### config.mk
export PLATFORM = sky130hd
export DESIGN_NAME = rc6_mix_unit
export DESIGN_NICKNAME = d
export VERILOG_FILES = /design/src/rtl/rc6_pkg.sv /design/src/rtl/rc6_mix_unit.sv
export SDC_FILE = /design/constraint.sdc
export NUM_CORES = 2
export LEC_CHECK = 0
export BUFFER_PORTS_ARGS = -buffer_cell sky130_fd_sc_hd__buf_2
export CORE_MARGIN = 8
export CORE_UTILIZATION = 45
export DETAILED_ROUTE_END_ITERATION = 8
export SYNTH_ARGS = -nofsm -noshare
export SYNTH_HDL_FRONTEND = slang
export SYNTH_SLANG_ARGS = --single-unit
### constraint.sdc
create_clock -name clk -period 10.6 [get_ports clk]
set_input_delay 1.59 -clock clk [delete_from_list [all_inputs] [get_ports clk]]
set_output_delay 1.59 -clock clk [all_outputs]
set_load 0.01 [all_outputs]
### src/rtl/rc6_pkg.sv
// ----------------------------------------------------------------------------
// RC6 package
// Item types, configuration register indexes, key schedule constants and
// the rotate helpers shared by the RC6 block cipher modules.
// ----------------------------------------------------------------------------
package rc6_pkg;

	// Default configuration of the cipher.
	localparam int ROUNDS_DEF        = 20;
	localparam int MAX_KEY_BYTES_DEF = 32;

	// Magic constants of the RC6 key schedule.
	localparam logic [31:0] P32 = 32'hB7E15163;
	localparam logic [31:0] Q32 = 32'h9E3779B9;

	// Number of 64-bit key registers.
	localparam int KEY_REGS = 4;

	// Configuration register indexes.
	localparam int CFG_IDX_W = 3;
	localparam logic [CFG_IDX_W-1:0] CFG_KEY_BYTES_0_7   = 3'd0;
	localparam logic [CFG_IDX_W-1:0] CFG_KEY_BYTES_8_15  = 3'd1;
	localparam logic [CFG_IDX_W-1:0] CFG_KEY_BYTES_16_23 = 3'd2;
	localparam logic [CFG_IDX_W-1:0] CFG_KEY_BYTES_24_31 = 3'd3;
	localparam logic [CFG_IDX_W-1:0] CFG_KEY_LENGTH      = 3'd4;

	localparam logic [5:0] KEY_LENGTH_RESET = 6'd16;

	// Command codes.
	localparam logic CMD_ENCRYPT = 1'b0;
	localparam logic CMD_DECRYPT = 1'b1;

	typedef logic [KEY_REGS-1:0][63:0] key_regs_t;

	typedef struct packed {
		logic        cmd;
		logic [31:0] in_word_a;
		logic [31:0] in_word_b;
		logic [31:0] in_word_c;
		logic [31:0] in_word_d;
	} in_item_t;

	typedef struct packed {
		logic [31:0] out_word_a;
		logic [31:0] out_word_b;
		logic [31:0] out_word_c;
		logic [31:0] out_word_d;
	} out_item_t;

	function automatic logic [31:0] rotl32(input logic [31:0] x, input logic [4:0] n);
		logic [63:0] w;
		w = {x, x} << n;
		return w[63:32];
	endfunction

	function automatic logic [31:0] rotr32(input logic [31:0] x, input logic [4:0] n);
		logic [63:0] w;
		w = {x, x} >> n;
		return w[31:0];
	endfunction

endpackage

### src/rtl/rc6_mix_unit.sv
// ----------------------------------------------------------------------------
// RC6 mix unit
// Computes the two quadratic mixes rotl(x * (2x + 1), 5) of one round and
// registers them for the following update cycle.
// ----------------------------------------------------------------------------
module rc6_mix_unit (
	input  logic        clk,
	input  logic        en,
	input  logic [31:0] x_t,
	input  logic [31:0] x_u,
	output logic [31:0] t_q,
	output logic [31:0] u_q
);
	import rc6_pkg::*;

	logic [31:0] prod_t;
	logic [31:0] prod_u;

	// Only the low 32 bits of each product are kept.
	assign prod_t = x_t * {x_t[30:0], 1'b1};
	assign prod_u = x_u * {x_u[30:0], 1'b1};

	always_ff @(posedge clk) begin
		if (en) begin
			t_q <= rotl32(prod_t, 5'd5);
			u_q <= rotl32(prod_u, 5'd5);
		end
	end

endmodule

After elaboration in Yosys (flattened, before gate mapping)
Cells that the tools add are included.
{ "op_classes": {"multipliers": 2} }
{ "op_table": {"columns": ["operator", "n"], "rows": [
  ["$mul A32 B32 Y32", 2]
]} }
{ "word_totals": {"regBits": 64, "inputBits": 66, "out_inout_bits": 64, "wordCells": 4} }

Longest topological paths before layout
{ "logic_depth": {"word_depth": 1, "ltp_mapped": 28, "mapped_depth_nobuf": 25} }

Worst setup path after synthesis
No wires, ideal clock.
{ "synth_path": {"kind": "input-to-reg", "from": "input port x_u[12]", "to": "register u_q[2] (data pin)", "setup_ns": 0.260, "arrival_ns": 8.187, "t_required_ns": 10.340, "setup_slack_ns": 2.152, "stages": 24, "path_buffers": 2, "cell_sequence": "clkbuf_1 -> clkbuf_1 -> and2_1 -> fa_1 -> fa_1 -> inv_1 -> fa_1 -> fa_1 -> inv_1 -> fa_1 -> fa_1 -> inv_1 -> fa_1 -> fa_1 -> inv_1 -> ha_1 -> and3_4 -> a221oi_2 -> o21ai_1 -> a31oi_2 -> a21oi_2 -> o41ai_2 -> mux2i_1 -> nand2_1"} }
{ "synth_via": {"elab_chain_len": 1} }
{ "synth_rtl": {"columns": ["item", "line_no", "source"], "rows": [
  ["start: declaration", "rc6_mix_unit.sv:10", "input logic [31:0] x_u,"],
  ["$mul A32 B32 Y32", "rc6_mix_unit.sv:21", "assign prod_u = x_u * {x_u[30:0], 1'b1};"],
  ["via prod_u[29]", "rc6_mix_unit.sv:17", "logic [31:0] prod_u;"],
  ["end signal: assignment", "rc6_mix_unit.sv:26", "u_q <= rotl32(prod_u, 5'd5);"],
  ["end: declaration", "rc6_mix_unit.sv:12", "output logic [31:0] u_q"]
]} }
The timed path passes the listed nets, and every way through them passes these cells.
A chain may end at the register's enable or synchronous reset.

Final worst setup path
{ "layout_path": {"from": "input port x_t[2]", "to": "register t_q[2] (data pin)"} }
{ "layout_via": {"elab_chain_len": 1} }
{ "layout_rtl": {"columns": ["item", "line_no", "source"], "rows": [
  ["start: declaration", "rc6_mix_unit.sv:9", "input logic [31:0] x_t,"],
  ["$mul A32 B32 Y32", "rc6_mix_unit.sv:20", "assign prod_t = x_t * {x_t[30:0], 1'b1};"],
  ["via prod_t[29]", "rc6_mix_unit.sv:16", "logic [31:0] prod_t;"],
  ["end signal: assignment", "rc6_mix_unit.sv:25", "t_q <= rotl32(prod_t, 5'd5);"],
  ["end: declaration", "rc6_mix_unit.sv:11", "output logic [31:0] t_q,"]
]} }
The timed path passes the listed nets, and every way through them passes these cells.

==> impl_metrics.yaml <==
grt:
  first_global_vias: 21300
  grt_pass1_wl_um: 114000
  grt_overflow: 0
  antenna_found_initial: 1
  grt_usage_pct: 20.3
  grt_max_degree: 65
detailed_routing:
  drt_iter0_markers: 956
  drtAntennaViolNets: 0
  top_layer: "met4"
  wl_met3_um: 4880
  via_per_inst: 4.95
  wl_met1_um: 30400
  totalWireLength_um: 68700
  first_pass_iters: 8
  vias: 18600
  drcViolationCount: 0
  wl_met2_um: 32200
  routedWlPerCell_um: 18.3
yosys:
  synth_async_sr_flop_share_pct: 0
  syn-num-nets: 3900
  yosysTopAreaCellShare_pct: 51.5
  synthCells: 2842
  yosys_warnings: 0
  synth_ff_type: "edfxtp_1"
  ys_ff_latch: 64
  ys_types: 70
  synth_area_leader_cell: "fa_1"
  synth_seq_area_share_pct: 6.77
  synth-edff-count: 64
  synth.avg_cell_area_um2: 9.99
  syn-cell-area_um2: 28400
  synth.top_cells.by_area: "fa_1, ha_1, inv_1, edfxtp_1, and2_1"
worst_setup_path:
  path_cells: "buf_2, nand2_1, xor2_1, ha_1, a31oi_1, fa_1, fa_1, fa_1, inv_1, fa_1, fa_1, inv_1, fa_1, fa_1, inv_1, ha_1, a211oi_1, a32oi_1, nand2_1, a31oi_2, a41oi_2, a211oi_1, nor2_1, a21boi_1"
  arrival_ps: 8820
  path_class: "in -> reg"
  crit_buf_inv: 4
  cpMostUsedCell: "fa_1"
  cp_slowest_cell: "buf_2"
  critPathRequiredTime_ps: 10700
  critPathLaunchType: "input pin"
  cp_top_family: "adder cells"
  slowest_delay_ps: 590
  end_kind: "flip-flop"
  crit_fanout: 30
floorplan:
  ios: 130
  std_cell_rows: 92
  fp.dieW_um: 267
  start_util_pct: 45.3
  core_um2: 62700
  dieArea_um2: 71400
  die_y_um: 267
timing:
  setup_viol: 0
  setup-tns-final_ps: 0
  finalHoldViolCount: 0
  report.final.slew_viol_count: 0
  worstMarginPinSlew_ps: 859
  maxSlewHeadroom_pct: 42.7
  fin_crit_sh_pct: 82.2
  fmax_mhz: 115
  rsz0062_at_grt: "false"
  min_period_ps: 8720
final_layout:
  layout_common_cells: "inv_1, fa_1, ha_1"
  stdcell_count: 3757
  layout_commonest_cell: "inv_1"
  antennaDiodeCount: 0
  fillerInstances: 5872
  drive_gt1_share_pct: 6.05
  final_nets: 3964
  syn_to_final_growth_pct: 5.98
run_status:
  outcome: "finished, final reports clean"
worst_hold_path:
  worstHoldPathType: "in -> reg"
placed_design:
  dp_hpwl_um: 58000
  gp_congestion: 0.873
  dp_cells: 3741
  portBuffers: 129
clocking:
  cts_hold_buffers: 0
  cts-root-buf: "clkbuf_16"
  cts_sinks: 64
  cts_buffer_depth: 2
  cts_setup_buffers: 0
  cts_inserted_buffers: 9
  clk_pin_slew_ps: 60
  cts_tree: "yes"
  ctsResizeCount: 0
  h-tree-depth: 3
run:
  maxCapViolCount: 0
layer usage:
metal,global-route usage (%),vias up
li1,-,8395
met5,0,-
met1,28.2,9645
met2,32.8,474
met4,3.88,0
met3,4.42,76
through the flow:
step                      area [um^2]  hold slack, ps  util (%)  setup slack [ps]
final                           30100            1860      48.0              1880
after CTS                       30100            1820      48.0              1920
after global routing            30100            1830      48.0              1540
after global placement          29800            2010      47.5              1620
after detailed placement        29800            2000      47.5              1570
after floorplan                 28400            1690         -              2150
registers in the layout, summed over array words and instances (netlist names):
name and count:
u_q 32, t_q 32
kinds of logic (layout without fill, tap and decap cells):
kind of cell / after synthesis / count (layout) / share of synthesized area [%]
adders and majority gates: 992 / 992 / 63.0
buffers and inverters: 934 / 1003 / 12.4
and+or+nand+nor: 571 / 571 / 9.94
AOI/OAI and AO/OA: 159 / 159 / 4.12
xor gates and xnor gates: 116 / 116 / 3.58
DFF: 64 / 64 / 6.77
muxes: 6 / 6 / 0.216
cell type report:
class / instances / area, um^2 / area share [%]
inverter: 856 / 3210 / 10.7
timing repair buffer: 131 / 661 / 2.19
clock buffer: 9 / 225 / 0.748
clock inverter: 7 / 48.8 / 0.162
tap: 846 / 1060 / 3.52
sequential: 64 / 1920 / 6.39
multi-input combinational: 1844 / 23000 / 76.3
cells in the mapped netlist, drive strengths merged (5+ instances only):
library cell / instances
o31ai: 6
a21oi: 35
nor3: 9
xor2: 22
and2: 210
nand3: 13
xnor2: 94
a31oi: 10
edfxtp: 64
mux2i: 5
nand2: 229
a211oi: 11
a21boi: 5
nor2b: 10
inv: 855
nand2b: 8
or2: 7
o21a: 7
o21ai: 23
ha: 261
nor2: 71
a21o: 25
clkbuf: 76
fa: 731
final timing paths:
path | end | slack, ps | startpoint | cells after the start
setup / recovery | t_q[2] | 1880 | x_t[2] | 24
hold / removal | t_q[5] | 1860 | x_t[0] | 1
Power is not shown: default switching activity piles up to over one toggle a cycle in this logic, so the estimate is an artifact.
