===== config.mk =====
export PLATFORM = sky130hd
export DESIGN_NAME = rc6_key_sched
export DESIGN_NICKNAME = d
export VERILOG_FILES = /design/src/rtl/rc6_pkg.sv /design/src/rtl/rc6_key_sched.sv
export SDC_FILE = /design/constraint.sdc
export NUM_CORES = 1
export LEC_CHECK = 0
export BUFFER_PORTS_ARGS = -buffer_cell sky130_fd_sc_hd__buf_4
export CORE_ASPECT_RATIO = 1.2
export CORE_UTILIZATION = 30
export DETAILED_ROUTE_END_ITERATION = 10
export REMOVE_ABC_BUFFERS = 1
export SYNTH_ARGS = -nofsm -noshare
export SYNTH_HDL_FRONTEND = slang
export SYNTH_SLANG_ARGS = --single-unit

===== constraint.sdc =====
create_clock -name clk -period 7.4 [get_ports clk]
set_input_delay 0.74 -clock clk [delete_from_list [all_inputs] [get_ports clk]]
set_output_delay 0.74 -clock clk [all_outputs]
set_load 0.05 [all_outputs]

===== src/rtl/rc6_pkg.sv =====
// ----------------------------------------------------------------------------
// RC6 package
// Item types, configuration register indexes, key schedule constants and
// the rotate helpers shared by the RC6 block cipher modules.
// ----------------------------------------------------------------------------
package rc6_pkg;

	// Default configuration of the cipher.
	localparam int ROUNDS_DEF        = 20;
	localparam int MAX_KEY_BYTES_DEF = 32;

	// Magic constants of the RC6 key schedule.
	localparam logic [31:0] P32 = 32'hB7E15163;
	localparam logic [31:0] Q32 = 32'h9E3779B9;

	// Number of 64-bit key registers.
	localparam int KEY_REGS = 4;

	// Configuration register indexes.
	localparam int CFG_IDX_W = 3;
	localparam logic [CFG_IDX_W-1:0] CFG_KEY_BYTES_0_7   = 3'd0;
	localparam logic [CFG_IDX_W-1:0] CFG_KEY_BYTES_8_15  = 3'd1;
	localparam logic [CFG_IDX_W-1:0] CFG_KEY_BYTES_16_23 = 3'd2;
	localparam logic [CFG_IDX_W-1:0] CFG_KEY_BYTES_24_31 = 3'd3;
	localparam logic [CFG_IDX_W-1:0] CFG_KEY_LENGTH      = 3'd4;

	localparam logic [5:0] KEY_LENGTH_RESET = 6'd16;

	// Command codes.
	localparam logic CMD_ENCRYPT = 1'b0;
	localparam logic CMD_DECRYPT = 1'b1;

	typedef logic [KEY_REGS-1:0][63:0] key_regs_t;

	typedef struct packed {
		logic        cmd;
		logic [31:0] in_word_a;
		logic [31:0] in_word_b;
		logic [31:0] in_word_c;
		logic [31:0] in_word_d;
	} in_item_t;

	typedef struct packed {
		logic [31:0] out_word_a;
		logic [31:0] out_word_b;
		logic [31:0] out_word_c;
		logic [31:0] out_word_d;
	} out_item_t;

	function automatic logic [31:0] rotl32(input logic [31:0] x, input logic [4:0] n);
		logic [63:0] w;
		w = {x, x} << n;
		return w[63:32];
	endfunction

	function automatic logic [31:0] rotr32(input logic [31:0] x, input logic [4:0] n);
		logic [63:0] w;
		w = {x, x} >> n;
		return w[31:0];
	endfunction

endpackage


===== src/rtl/rc6_key_sched.sv =====
// ----------------------------------------------------------------------------
// RC6 key schedule
// Packs the key bytes into words and runs the standard mixing passes that
// fill the round key memory, one mixing step per pass through K_A and K_B.
// ----------------------------------------------------------------------------
module rc6_key_sched #(
	parameter int ROUNDS        = rc6_pkg::ROUNDS_DEF,
	parameter int MAX_KEY_BYTES = rc6_pkg::MAX_KEY_BYTES_DEF,
	localparam int NUM_RK       = 2 * ROUNDS + 4,
	localparam int RKW          = $clog2(NUM_RK)
) (
	input  logic              clk,
	input  logic              arst_n,
	input  logic              start,
	input  rc6_pkg::key_regs_t key,
	input  logic [5:0]        key_length,
	output logic              done,
	output logic              rk_we,
	output logic [RKW-1:0]    rk_waddr,
	output logic [31:0]       rk_wdata,
	output logic [RKW-1:0]    rk_raddr,
	input  logic [31:0]       rk_rdata
);
	import rc6_pkg::*;

	localparam int KW      = (MAX_KEY_BYTES + 3) / 4;
	localparam int LW      = (KW > 1) ? $clog2(KW) : 1;
	localparam int NWW     = $clog2(KW + 1);
	localparam int TOT_MAX = 3 * ((KW > NUM_RK) ? KW : NUM_RK);
	localparam int CW      = $clog2(TOT_MAX);

	typedef enum logic [1:0] {
		K_IDLE,
		K_LOAD,
		K_A,
		K_B
	} ks_state_t;

	ks_state_t      state_q;
	logic [31:0]    l_q [KW];
	logic [31:0]    a_q;
	logic [31:0]    b_q;
	logic [31:0]    sinit_q;
	logic           first_pass_q;
	logic [RKW-1:0] i_q;
	logic [LW-1:0]  j_q;
	logic [NWW-1:0] nwords_q;
	logic [CW-1:0]  step_q;
	logic [CW-1:0]  last_step_q;
	logic           done_q;

	logic [5:0]     len_sat;
	logic [6:0]     len_plus;
	logic [NWW-1:0] nwords_calc;
	logic [CW-1:0]  mx;
	logic           i_last;
	logic           j_last;
	logic [31:0]    s_val;
	logic [31:0]    a_new;
	logic [31:0]    ab_sum;
	logic [31:0]    b_new;

	assign len_sat     = (key_length > 6'(MAX_KEY_BYTES)) ? 6'(MAX_KEY_BYTES) : key_length;
	assign len_plus    = {1'b0, len_sat} + 7'd3;
	assign nwords_calc = (len_plus[6:2] == 5'd0) ? NWW'(1) : NWW'(len_plus[6:2]);
	assign mx          = (CW'(nwords_calc) > CW'(NUM_RK)) ? CW'(nwords_calc) : CW'(NUM_RK);

	assign i_last = (i_q == RKW'(NUM_RK - 1));
	assign j_last = (NWW'(j_q) == nwords_q - NWW'(1));

	assign s_val  = first_pass_q ? sinit_q : rk_rdata;
	assign a_new  = rotl32(s_val + a_q + b_q, 5'd3);
	assign ab_sum = a_q + b_q;
	assign b_new  = rotl32(l_q[j_q] + ab_sum, ab_sum[4:0]);

	assign done     = done_q;
	assign rk_we    = (state_q == K_A);
	assign rk_waddr = i_q;
	assign rk_wdata = a_new;

	// The memory read is registered, so the address of the next step goes out
	// in the K_B state, ahead of the K_A state that uses it.
	always_comb begin
		rk_raddr = '0;
		if (state_q == K_B && !i_last) begin
			rk_raddr = i_q + RKW'(1);
		end
	end

	always_ff @(posedge clk or negedge arst_n) begin
		if (!arst_n) begin
			state_q <= K_IDLE;
			done_q  <= 1'b0;
		end else begin
			done_q <= 1'b0;
			case (state_q)
				K_IDLE: begin
					if (start) begin
						state_q <= K_LOAD;
					end
				end
				K_LOAD: begin
					state_q <= K_A;
				end
				K_A: begin
					state_q <= K_B;
				end
				K_B: begin
					if (step_q == last_step_q) begin
						done_q  <= 1'b1;
						state_q <= K_IDLE;
					end else begin
						state_q <= K_A;
					end
				end
				default: begin
					state_q <= K_IDLE;
				end
			endcase
		end
	end

	always_ff @(posedge clk) begin
		case (state_q)
			K_LOAD: begin
				for (int w = 0; w < KW; w++) begin
					for (int b = 0; b < 4; b++) begin
						l_q[w][8*b +: 8] <= (6'(4 * w + b) < len_sat) ?
							key[(4 * w + b) / 8][8 * ((4 * w + b) % 8) +: 8] : 8'h00;
					end
				end
				a_q          <= '0;
				b_q          <= '0;
				i_q          <= '0;
				j_q          <= '0;
				step_q       <= '0;
				sinit_q      <= P32;
				first_pass_q <= 1'b1;
				nwords_q     <= nwords_calc;
				last_step_q  <= mx * CW'(3) - CW'(1);
			end
			K_A: begin
				a_q     <= a_new;
				sinit_q <= sinit_q + Q32;
			end
			K_B: begin
				l_q[j_q] <= b_new;
				b_q      <= b_new;
				step_q   <= step_q + CW'(1);
				if (i_last) begin
					i_q          <= '0;
					first_pass_q <= 1'b0;
				end else begin
					i_q <= i_q + RKW'(1);
				end
				j_q <= j_last ? '0 : j_q + LW'(1);
			end
			default: begin
			end
		endcase
	end

endmodule


After elaboration in Yosys (flattened, before gate mapping)
Memory sizes are Yosys's and may differ from the RTL's. A register that Yosys moved wholly into a read port is not among the register bits.
Index checks and enable logic that the tools add are counted.
{"block": "totals", "output_inout_bits": 46, "elab_cells": 129, "memories": 1, "inputBits": 297, "romBits": 0, "regBits": 121, "latchBits": 0, "ram_bits": 256}
{"memory": "l_q", "depth": 8, "word_bits": 32, "rd": 1, "rd_clocked_by_memory_dff": 1, "wr": 8, "line_no": "rc6_key_sched.sv:40", "text": "logic [31:0] l_q [KW];"}
{"block": "op_classes", "n_lt_le_gt_ge": 33, "n_bitwise": 0, "div": 0, "n_shift": 1, "eq_ne": 8, "n_addsub": 10, "mux": 58, "reduce_logical": 8, "n_mul": 0}
{"cell": "two-way mux 8 bit", "n": 32}
{"cell": "one-hot mux 32 bit (2 select lines)", "n": 3}
{"cell": "adder 32 bit", "n": 4}
{"cell": "< comparator 5 x 6 -> 1 bit (first input constant)", "n": 16}
{"cell": "two-way mux 32 bit", "n": 2}
{"cell": "<< shifter 64 x 5 -> 64 bit", "n": 1}
{"cell": "< comparator 4 x 6 -> 1 bit (first input constant)", "n": 8}
{"cell": "adder 32 bit (second input constant)", "n": 1}
{"cell": "OR reduction 32 bit", "n": 1}
{"cell": "< comparator 3 x 6 -> 1 bit (first input constant)", "n": 4}
{"cell": "two-way mux 6 bit", "n": 3}
{"cell": "one-hot mux 8 bit (2 select lines)", "n": 1}
{"cell": "< comparator 1 x 6 -> 1 bit (first input constant)", "n": 2}
{"cell": "< comparator 2 x 6 -> 1 bit (first input constant)", "n": 2}
{"cell": "one-hot mux 6 bit (2 select lines)", "n": 1}
{"cell": "two-way mux 3 bit", "n": 3}
{"cell": "adder 8 x 1 -> 8 bit (second input constant)", "n": 1}
{"cell": "equality test 8 bit (second input constant)", "n": 1}
{"cell": "two-way mux 1 bit", "n": 8}
{"cell": "one-hot mux 2 bit (4 select lines)", "n": 1}
{"cell": "adder 6 x 2 -> 7 bit (second input constant)", "n": 1}
{"cell": "adder 6 x 1 -> 6 bit (second input constant)", "n": 1}
{"cell": "equality test 6 bit (second input constant)", "n": 1}
{"cell": "greater-than comparator 6 bit (second input constant)", "n": 1}
{"cell": "other kinds (15)", "n": 19}

Depth between registers and ports, before layout
Gate-level depths: netlist of the first run.
{"block": "depth", "word_depth": 5, "ltp_mapped": 26, "depth_no_buf": 25}

Worst setup path after synthesis of the first run
OpenSTA, ideal clock, no wires.
{"block": "synth_path", "kind": "register -> register", "from": "register a_q[0]", "to": "memory l_q[0][15] (data pin)", "setup_time_ns": 0.274, "arrival_ns": 5.504, "required_ns": 7.126, "stages_incl_launch_ff": 25, "synth_period_minus_slack_ns": 5.778, "path_slack_ns": 1.622, "path_cell_list": "edfxtp_1 -> ha_1 -> fa_1 -> a21o_1 -> a21oi_1 -> o21a_1 -> o22ai_1 -> nor3_1 -> o21ai_0 -> a21oi_1 -> o21ai_0 -> a41oi_1 -> xnor2_1 -> ha_1 -> nand3_1 -> nor2_1 -> a221oi_1 -> o21ai_0 -> a22o_1 -> a311oi_2 -> xor2_1 -> o2111ai_1 -> a221oi_1 -> a221oi_2 -> o21ai_1"}
{"element": "start, declared", "line_no": "rc6_key_sched.sv:41", "text": "logic [31:0] a_q;"}
{"element": "start signal, assigned", "line_no": "rc6_key_sched.sv:143", "text": "a_q <= a_new;"}
{"element": "end, declared", "line_no": "rc6_key_sched.sv:40"}

Worst setup path after layout of the first run
{"block": "layout_path", "from": "register b_q[0]", "to": "register b_q[11] (data pin)"}
{"block": "layout_via", "elab_chain_cells": 4}
{"element": "start, declared", "line_no": "rc6_key_sched.sv:42", "text": "logic [31:0] b_q;"}
{"element": "start signal, assigned", "line_no": "rc6_key_sched.sv:148", "text": "b_q <= b_new;"}
{"element": "adder 32 bit (*)", "line_no": "rc6_key_sched.sv:73", "text": "assign ab_sum = a_q + b_q;"}
{"element": "adder 32 bit", "line_no": "rc6_key_sched.sv:74", "text": "assign b_new = rotl32(l_q[j_q] + ab_sum, ab_sum[4:0]);"}
{"element": "<< shifter 64 x 5 -> 64 bit (*)", "line_no": "rc6_pkg.sv:52", "text": "w = {x, x} << n;"}
{"element": "one-hot mux 32 bit (2 select lines) (*)", "line_no": "rc6_key_sched.sv:124", "text": "case (state_q)"}
Every way passes the cells marked *; elsewhere a longest branch is shown, timed or not.
A chain may end at the register's enable or synchronous reset.

==> results.tsv, run 1 <==
metric	value	unit
reg2reg_from	b_q[0]	
rr_endpoint	b_q[11]	
crit_type	flop to flop	
max_freq	0.1406	GHz
cts_tree	done	
overflow	0	
synth_edf_count	374	
synthDistinctLibCells	92	
vias_per_cell	5.769	
drc	0	
fp-row-count	119	
drt_pre_antenna_iters	5	
max_slew_margin	18.27	%
worstSkewPairLatency	0.61	ns
design.core.area	87700	um2
num_io_pins	343	
min_path_type	primary input to flop	
cts_root_buf	clkbuf_16	
reg2reg_depth	25	
synth_area_per_cell	10.40	um2
slew_violations	0	
nets	3321	
grtUsageTotal	23.89	%
numCtsBuffers	43	
areaGrowthSynthToFinish	21.18	%
synth_flop_cell	edfxtp_1	
first_iter_violations	2299	
dpl.hpwl	83.42	mm
grt_max_degree	65	
cts_setup_buffers	0	
fin_crit_sh	96.14	%
critPathCapture	b_q[11]	
drv_cap	0	
die_area	89770	um2
die_y	328.0	um
antenna_found_initial	2	
grt_pass1_wl	156.9	mm
syn_inst	2555	
crit_path_end_kind	flop	
fill_cells	8735	
finalWorstSetupSlack	0.2859	ns
critPathMaxFanout	9	
syn-cell-area	26570	um2
portBuffers	342	
cts.clk_slew.worst_paths	0.06	ns
hold_violations	0	
yosysSeqAreaShare	42.77	%
cts_sinks	380	
antenna_left	0	
status	finished clean	
synth-async-reset-ratio	0.7895	%
final_cell_area	32200	um2
wire_per_inst	27.03	um
yosysWarnings	0	
worst_pin_slew	1.226	ns
final_cell_mix	415 x buf_4, 374 x edfxtp_1, 296 x nand2_1	
skew	0.06572	ns
via_count	23480	
required	7.72	ns
critPathLaunch	b_q[0]	
r2r_setup_slack	0.29	ns
htreeDepth	2	
gp_congestion	0.9755	
final_common_cell	buf_4	
grt_pass1_vias	23330	
start_util	30.30	%
setup_violations	0	
rsz0062_at_grt	yes	
clock_path_buffers	3	
arrival	7.43	ns
start_kind	flop	
drive_above_1_share	23.64	%
totalWireLength	110.0	mm
fp.dieW	273.7	um
place_ws	0.03564	ns
min_period	7.114	ns
synth_seq_cells	380	
dpl_cell_area	30770	um2
## synthesized netlist by cell type (5+ instances only)
cell type	n	share of area, %
a211oi_1	20	0.57
inv_1	49	0.69
a31o_2	7	0.23
o21ai_0	217	4.1
mux2i_1	30	1.1
edfxtp_1	374	42
nor4_1	13	0.31
xnor2_1	68	2.2
o211ai_1	5	0.14
nand4_1	19	0.45
a22o_1	75	2.5
nor3_1	57	1.1
o21ai_1	20	0.38
ha_1	101	4.8
xor2_1	44	1.5
and4_1	8	0.26
o21bai_1	10	0.28
o31ai_1	17	0.48
fa_1	34	2.6
or2_2	13	0.31
a21oi_1	137	2.6
or3_1	23	0.54
o22ai_1	10	0.24
o21a_1	22	0.62
mux4_2	69	5.8
and3_1	28	0.66
nor2_1	186	2.6
o221ai_1	24	0.79
a221oi_1	12	0.40
a21o_1	49	1.4
nand2b_1	28	0.66
buf_1	16	0.23
o31a_1	7	0.23
a22oi_1	6	0.17
a2111oi_0	5	0.16
a21boi_0	9	0.25
nand3_1	70	1.3
a31oi_1	22	0.52
a311oi_1	5	0.16
clkbuf_1	110	1.6
nor2b_1	12	0.28
nand2_1	297	4.2
and2_1	54	1.3
mux2_2	68	2.9
## cell type report
cell class                 instances  area [um2]  share of cell area, %
antenna                            1       2.502               0.007772
clock buffer                      52        1110                  3.447
clock inverter                    23       227.7                 0.7072
inverter                          54       202.7                 0.6295
multi-input combinational       1991       14660                  45.54
sequential                       380       11370                  35.32
tap                             1149        1438                  4.465
timing repair buffer             419        3186                  9.894
## worst max-delay path: stages (launching register included)
cell and delay (ns):
edfxtp_1 0.40, ha_1 0.23, fa_1 0.44, a21o_1 0.20, a21oi_1 0.22, nand2b_1 0.22, nand2_1 0.07, a21oi_1 0.22
o21bai_1 0.09, a21oi_1 0.23, nor2b_1 0.08, o21a_1 0.17, nor3_1 0.15, nor3_1 0.09, ha_1 0.44, and4_1 0.32
and2_1 0.24, nand4_1 0.24, a211oi_1 0.62, o32a_1 0.34, nor4_1 0.06, a221oi_1 0.54, o2111ai_1 0.26, a21oi_1 0.35
mux2i_2 0.26, nor2_1 0.39
## state kept, by name (all words and copies together), names as in the netlist, 2 cells and up, named ones only
name      cells
state_q       2
sinit_q      32
l_q         256
a_q          32
step_q        8
nwords_q      4
rk_waddr      6
j_q           3
b_q          32
## logic make-up after synthesis
kind of cell    share of synthesized area (%)
xor+xnor                                3.692
simple gates                            14.48
fa+ha+maj                               7.317
compound gates                          18.83
buf+inv                                 2.637
flops                                   42.77
mux                                     10.27
## metrics by stage
step	TNS, ns	cells	util [%]	hold slack [ns]
finish	0	4069	36.72	0.4083
global route	-0.07545	4068	36.71	0.4093
CTS	0	4068	36.62	0.3968
detailed placement	0	3992	35.08	0.5406
global placement	0	3992	35.08	0.5395
floorplan	0	2425	-	0.4444
## what timing repair did
action                     4_1_cts  5_1_grt
resized for setup                0       14
hold endpoints to repair         3        0
setup endpoints to repair        0      215
hold buffers                     1        0
## worst min-delay path by stage
stage                   from         end  depth (start not counted)
floorplan             arst_n        done                          0
global placement      arst_n        done                          1
detailed placement    arst_n        done                          1
CTS                 key[221]  l_q[6][29]                          3
global route        key[166]   l_q[5][6]                          3
finish              key[222]  l_q[6][30]                          3
## routing by layer
metal,GRT usage (%),share of wire (%),vias up
met5,0,0.0082,-
met3,3.582,7.4,273
met2,40.97,48,1203
met1,29.03,39,11530
met4,11.89,5.7,2
li1,-,-,10470
Power of run 1 is not shown: default switching activity piles up to over one toggle a cycle in this logic, so the estimate is an artifact.
==> inputs of run 2 (changes only) <==
--- a/config.mk
+++ b/config.mk
@@ -7,6 +7,7 @@
 export LEC_CHECK = 0
 export BUFFER_PORTS_ARGS = -buffer_cell sky130_fd_sc_hd__buf_4
 export CORE_ASPECT_RATIO = 1.2
+export CORE_MARGIN = 1.5
 export CORE_UTILIZATION = 30
 export DETAILED_ROUTE_END_ITERATION = 10
 export REMOVE_ABC_BUFFERS = 1
==> constraint.sdc (replaced) <==
create_clock -name clk -period 8.7 [get_ports clk]
set_input_delay 0.87 -clock clk [delete_from_list [all_inputs] [get_ports clk]]
set_output_delay 0.87 -clock clk [all_outputs]
set_load 0.05 [all_outputs]
==> run 2 against run 1 <==
Effect of this change:
- register-to-register slack improved by 0.85 ns
- maximum frequency decreased by 5.9%
- global-route usage down 0.26 points
- sequential cell count did not move
- wire length is 0.54% lower
- first-iteration DRC count up 9.8%
- count of clock-buffer cells in the layout down 2
- die area up 0.67%
- largest cell class unchanged
- highest routed layer unchanged
==> results.tsv, run 2 (synthesized netlist as in run 1, its figures left out) <==
metric	value	unit
crit_path_end_kind	flop	
portBuffers	342	
wire_per_inst	27.05	um
slew_violations	0	
die_y	329.0	um
status	finished clean	
required	8.96	ns
drt_pre_antenna_iters	6	
cts_root_buf	clkbuf_16	
start_util	30.30	%
cts_sinks	380	
post_cts_resized	0	
nets	3291	
final_common_cell	buf_4	
fp.dieW	274.7	um
arrival	7.82	ns
cts.hold.buffers_added	0	
reg2reg_from	a_q[0]	
grt_max_degree	65	
num_io_pins	343	
drc	0	
grtUsageTotal	23.63	%
drive_above_1_share	22.88	%
min_path_type	primary input to async pin	
grt_pass1_wl	155.7	mm
numCtsBuffers	43	
grt_pass1_vias	22990	
worst_pin_slew	1.241	ns
slowest_stage	o22ai_1	
top_register	l_q	
gp_congestion	0.9701	
die_area	90370	um2
totalWireLength	109.4	mm
areaGrowthSynthToFinish	20.69	%
critPathLaunch	a_q[0]	
cts_setup_buffers	0	
max_freq	0.1322	GHz
hold_violations	0	
worstSkewPairLatency	0.64	ns
fin_crit_sh	86.93	%
start_kind	flop	
r2r_setup_slack	1.14	ns
largest_reg_flops	256	
crit_type	flop to flop	
antenna_found_initial	3	
fp-row-count	119	
min_period	7.563	ns
fin_tns_setup	0	ns
worst_path_largest_cell_delay	0.77	ns
cpMostUsedCell	a21oi_1	
overflow	0	
dpl.hpwl	82.75	mm
max_slew_margin	17.27	%
vias_per_cell	5.751	
rsz0062_at_grt	no	
setup_violations	0	
first_iter_violations	2525	
final_cell_mix	388 x buf_4, 374 x edfxtp_1, 296 x nand2_1	
drv_cap	0	
via_count	23250	
clock_path_buffers	3	
htreeDepth	2	
cts.clk_slew.worst_paths	0.06	ns
critPathMaxFanout	9	
design.core.area	87700	um2
antenna_left	0	
cts_tree	done	
skew	0.05882	ns
run 2: cell count changes in the layout (fill, tap and decap cells not counted), sizes merged:
cell / previous run / this run
bufinv: 2 / 9
clkbuf: 52 / 50
buf: 418 / 389
clkinv: 22 / 23
inv: 53 / 51
dlygate4sd3: 1 / 0
run 2: worst paths after layout:
path,end,depth (start not counted)
max,b_q[6],25
max reg2reg,b_q[6],25
min,done,1
max in group asynchronous,state_q[0],1
min reg2reg,state_q[1],1
min in group clk,l_q[6][25],3
run 2: cell type report:
class	instances	area [um2]
Clock buffer	50	1102
Multi-Input combinational cell	1991	14590
Fill cell	8679	55630
Clock inverter	29	430.4
Antenna cell	1	2.502
Tap cell	1149	1438
Sequential cell	380	11370
Inverter	54	202.7
Timing Repair Buffer	389	2933
run 2: worst max-delay path: cells and delay by family (launching register included):
kind	cells	cell delay, ns
DFF	1	0.40
and+or+nand+nor	12	2.71
adders and majority gates	3	1.12
AOI/OAI and AO/OA	10	3.02
run 2: layer usage:
metal	vias to the layer above	track usage, %	share of wire [%]
li1	10390	-	-
met1	11440	29.21	39
met2	1183	40.15	49
met3	241	3.944	7.3
met4	2	10.86	4.9
met5	-	0	0.011
run 2: stage by stage:
stage / instance area, um2 / hold slack, ns / util [%] / setup slack, ns / std cells
2_1_floorplan: 26070 / 0.5040 / - / 1.447 / 2425
3_3_place_gp: 30530 / 0.5407 / 34.82 / 1.228 / 3963
3_5_place_dp: 30530 / 0.5445 / 34.82 / 1.276 / 3963
4_1_cts: 32070 / 0.03097 / 36.56 / 1.244 / 4042
5_1_grt: 32070 / 0.03837 / 36.56 / 0.6965 / 4042
6_report: 32070 / 0.04986 / 36.57 / 1.137 / 4043
Power of run 2 is left out for the same reason.
==> inputs of run 3 (changes only) <==
--- a/config.mk
+++ b/config.mk
@@ -7,7 +7,7 @@
 export LEC_CHECK = 0
 export BUFFER_PORTS_ARGS = -buffer_cell sky130_fd_sc_hd__buf_4
 export CORE_ASPECT_RATIO = 1.2
-export CORE_MARGIN = 1.5
+export CORE_MARGIN = 1
 export CORE_UTILIZATION = 30
 export DETAILED_ROUTE_END_ITERATION = 10
 export REMOVE_ABC_BUFFERS = 1
==> run 3 against run 2 <==
Effect of this change:
- clock skew decreased by 0.024 ns
- cell count decreased by 0.12%
- sequential cell count unchanged
- worst setup slack got worse by 0.077 ns
==> results.tsv, run 3 (synthesized netlist as in run 1, its figures left out) <==
metric	value	unit
crit_type	flop to flop	
final_common_cell	buf_4	
nets	3290	
num_io_pins	343	
skew	0.03487	ns
cts_root_buf	clkbuf_16	
min_path_type	primary input to async pin	
crit_path_end_kind	flop	
die_y	328.0	um
fin_tns_setup	0	ns
post_cts_resized	0	
drt_pre_antenna_iters	6	
arrival	7.90	ns
drc	0	
rr_endpoint	b_q[10]	
min_period	7.640	ns
via_count	23410	
start_kind	flop	
areaGrowthSynthToFinish	19.86	%
slew_violations	0	
rsz0062_at_grt	no	
final_cell_mix	388 x buf_4, 374 x edfxtp_1, 296 x nand2_1	
required	8.96	ns
reg2reg_from	a_q[0]	
fin_crit_sh	87.82	%
numCtsBuffers	42	
first_iter_violations	2582	
r2r_setup_slack	1.06	ns
reg2reg_depth	25	
cts_sinks	380	
portBuffers	342	
gp_congestion	0.9993	
fp.dieW	273.7	um
cts_setup_buffers	0	
grt_pass1_vias	23340	
worstSkewPairLatency	0.61	ns
max_slew_margin	15.48	%
status	finished clean	
vias_per_cell	5.797	
design.core.area	87700	um2
htreeDepth	2	
antenna_found_initial	1	
cts_tree	done	
grt_pass1_wl	155.7	mm
critPathMaxFanout	9	
hold_violations	0	
fp-row-count	119	
drv_cap	0	
max_freq	0.1309	GHz
setup_violations	0	
clock_path_buffers	3	
antenna_left	0	
top_register	l_q	
wire_per_inst	26.87	um
die_area	89770	um2
grtUsageTotal	23.62	%
totalWireLength	108.5	mm
worst_pin_slew	1.268	ns
overflow	0	
cts.hold.buffers_added	0	
start_util	30.30	%
dpl.hpwl	82.03	mm
antennaDiodeCount	0	
grt_max_degree	65	
cts.clk_slew.worst_paths	0.06	ns
largest_reg_flops	256	
drive_above_1_share	22.60	%
-- run 3: changes by cell type in the layout (fill, tap and decap cells not counted), sizes merged --
| cell | previous run | this run |
|---|---|---|
| bufinv | 9 | 3 |
| clkinv | 23 | 27 |
| clkbuf | 50 | 48 |
| clkinvlp | 0 | 1 |
| diode | 1 | 0 |
| inv | 51 | 50 |
-- run 3: worst max-delay path, cell delays in order (launching register included) --
cell      delay [ns]
edfxtp_1        0.40
ha_1            0.24
fa_1            0.44
a21o_1          0.20
a21oi_1         0.25
nand2b_1        0.23
nand2_1         0.08
a21oi_1         0.25
o21bai_1        0.09
a21oi_1         0.23
nor2b_1         0.07
o21a_1          0.17
nor3_1          0.17
nor3_1          0.10
ha_1            0.43
and4_1          0.32
nand2_1         0.16
or3_1           0.41
a31oi_1         0.48
o21ai_0         0.29
and4_1          0.29
or4b_1          0.53
nand2_1         0.15
o221ai_1        0.20
mux2i_1         0.87
nor2_1          0.26
-- run 3: per-stage QoR --
step	setup WS (ns)	std cells	utilization, %	hold WS (ns)	instance area [um2]
after floorplan	1.447	2425	-	0.5040	26070
after global placement	1.272	3963	34.81	0.5540	30530
after detailed placement	1.218	3963	34.81	0.5546	30530
after CTS	1.160	4038	36.32	0.03869	31850
after global routing	0.6145	4038	36.32	0.04566	31850
final	1.060	4038	36.32	0.06200	31850
-- run 3: layout make-up --
cell class,count,area (um2)
well taps,1149,1438
clock buffers,48,1074
inverters,54,202.7
repair buffers,389,2933
multi-input cells,1991,14580
fillers,8684,55850
flip-flops and latches,380,11370
clock inverters,27,247.7
-- run 3: worst max path at each step --
stage	start	endpoint	slack (ns)	cells past startpoint
2_1_floorplan	a_q[0]	l_q[7][20]	1.45	16
3_3_place_gp	a_q[0]	b_q[10]	1.27	25
3_5_place_dp	a_q[0]	b_q[10]	1.22	24
4_1_cts	a_q[0]	b_q[10]	1.16	24
5_1_grt	a_q[0]	l_q[3][7]	0.61	24
6_report	a_q[0]	b_q[10]	1.06	25
-- run 3: metal layers --
| layer | vias to the layer above | share of wire (%) | global-route usage (%) |
|---|---|---|---|
| li1 | 10390 | - | - |
| met3 | 291 | 7.5 | 3.779 |
| met1 | 11510 | 39 | 29.06 |
| met4 | 0 | 5.8 | 12.67 |
| met5 | - | 0 | 0 |
| met2 | 1219 | 48 | 39.48 |
Power of run 3 is left out for the same reason.
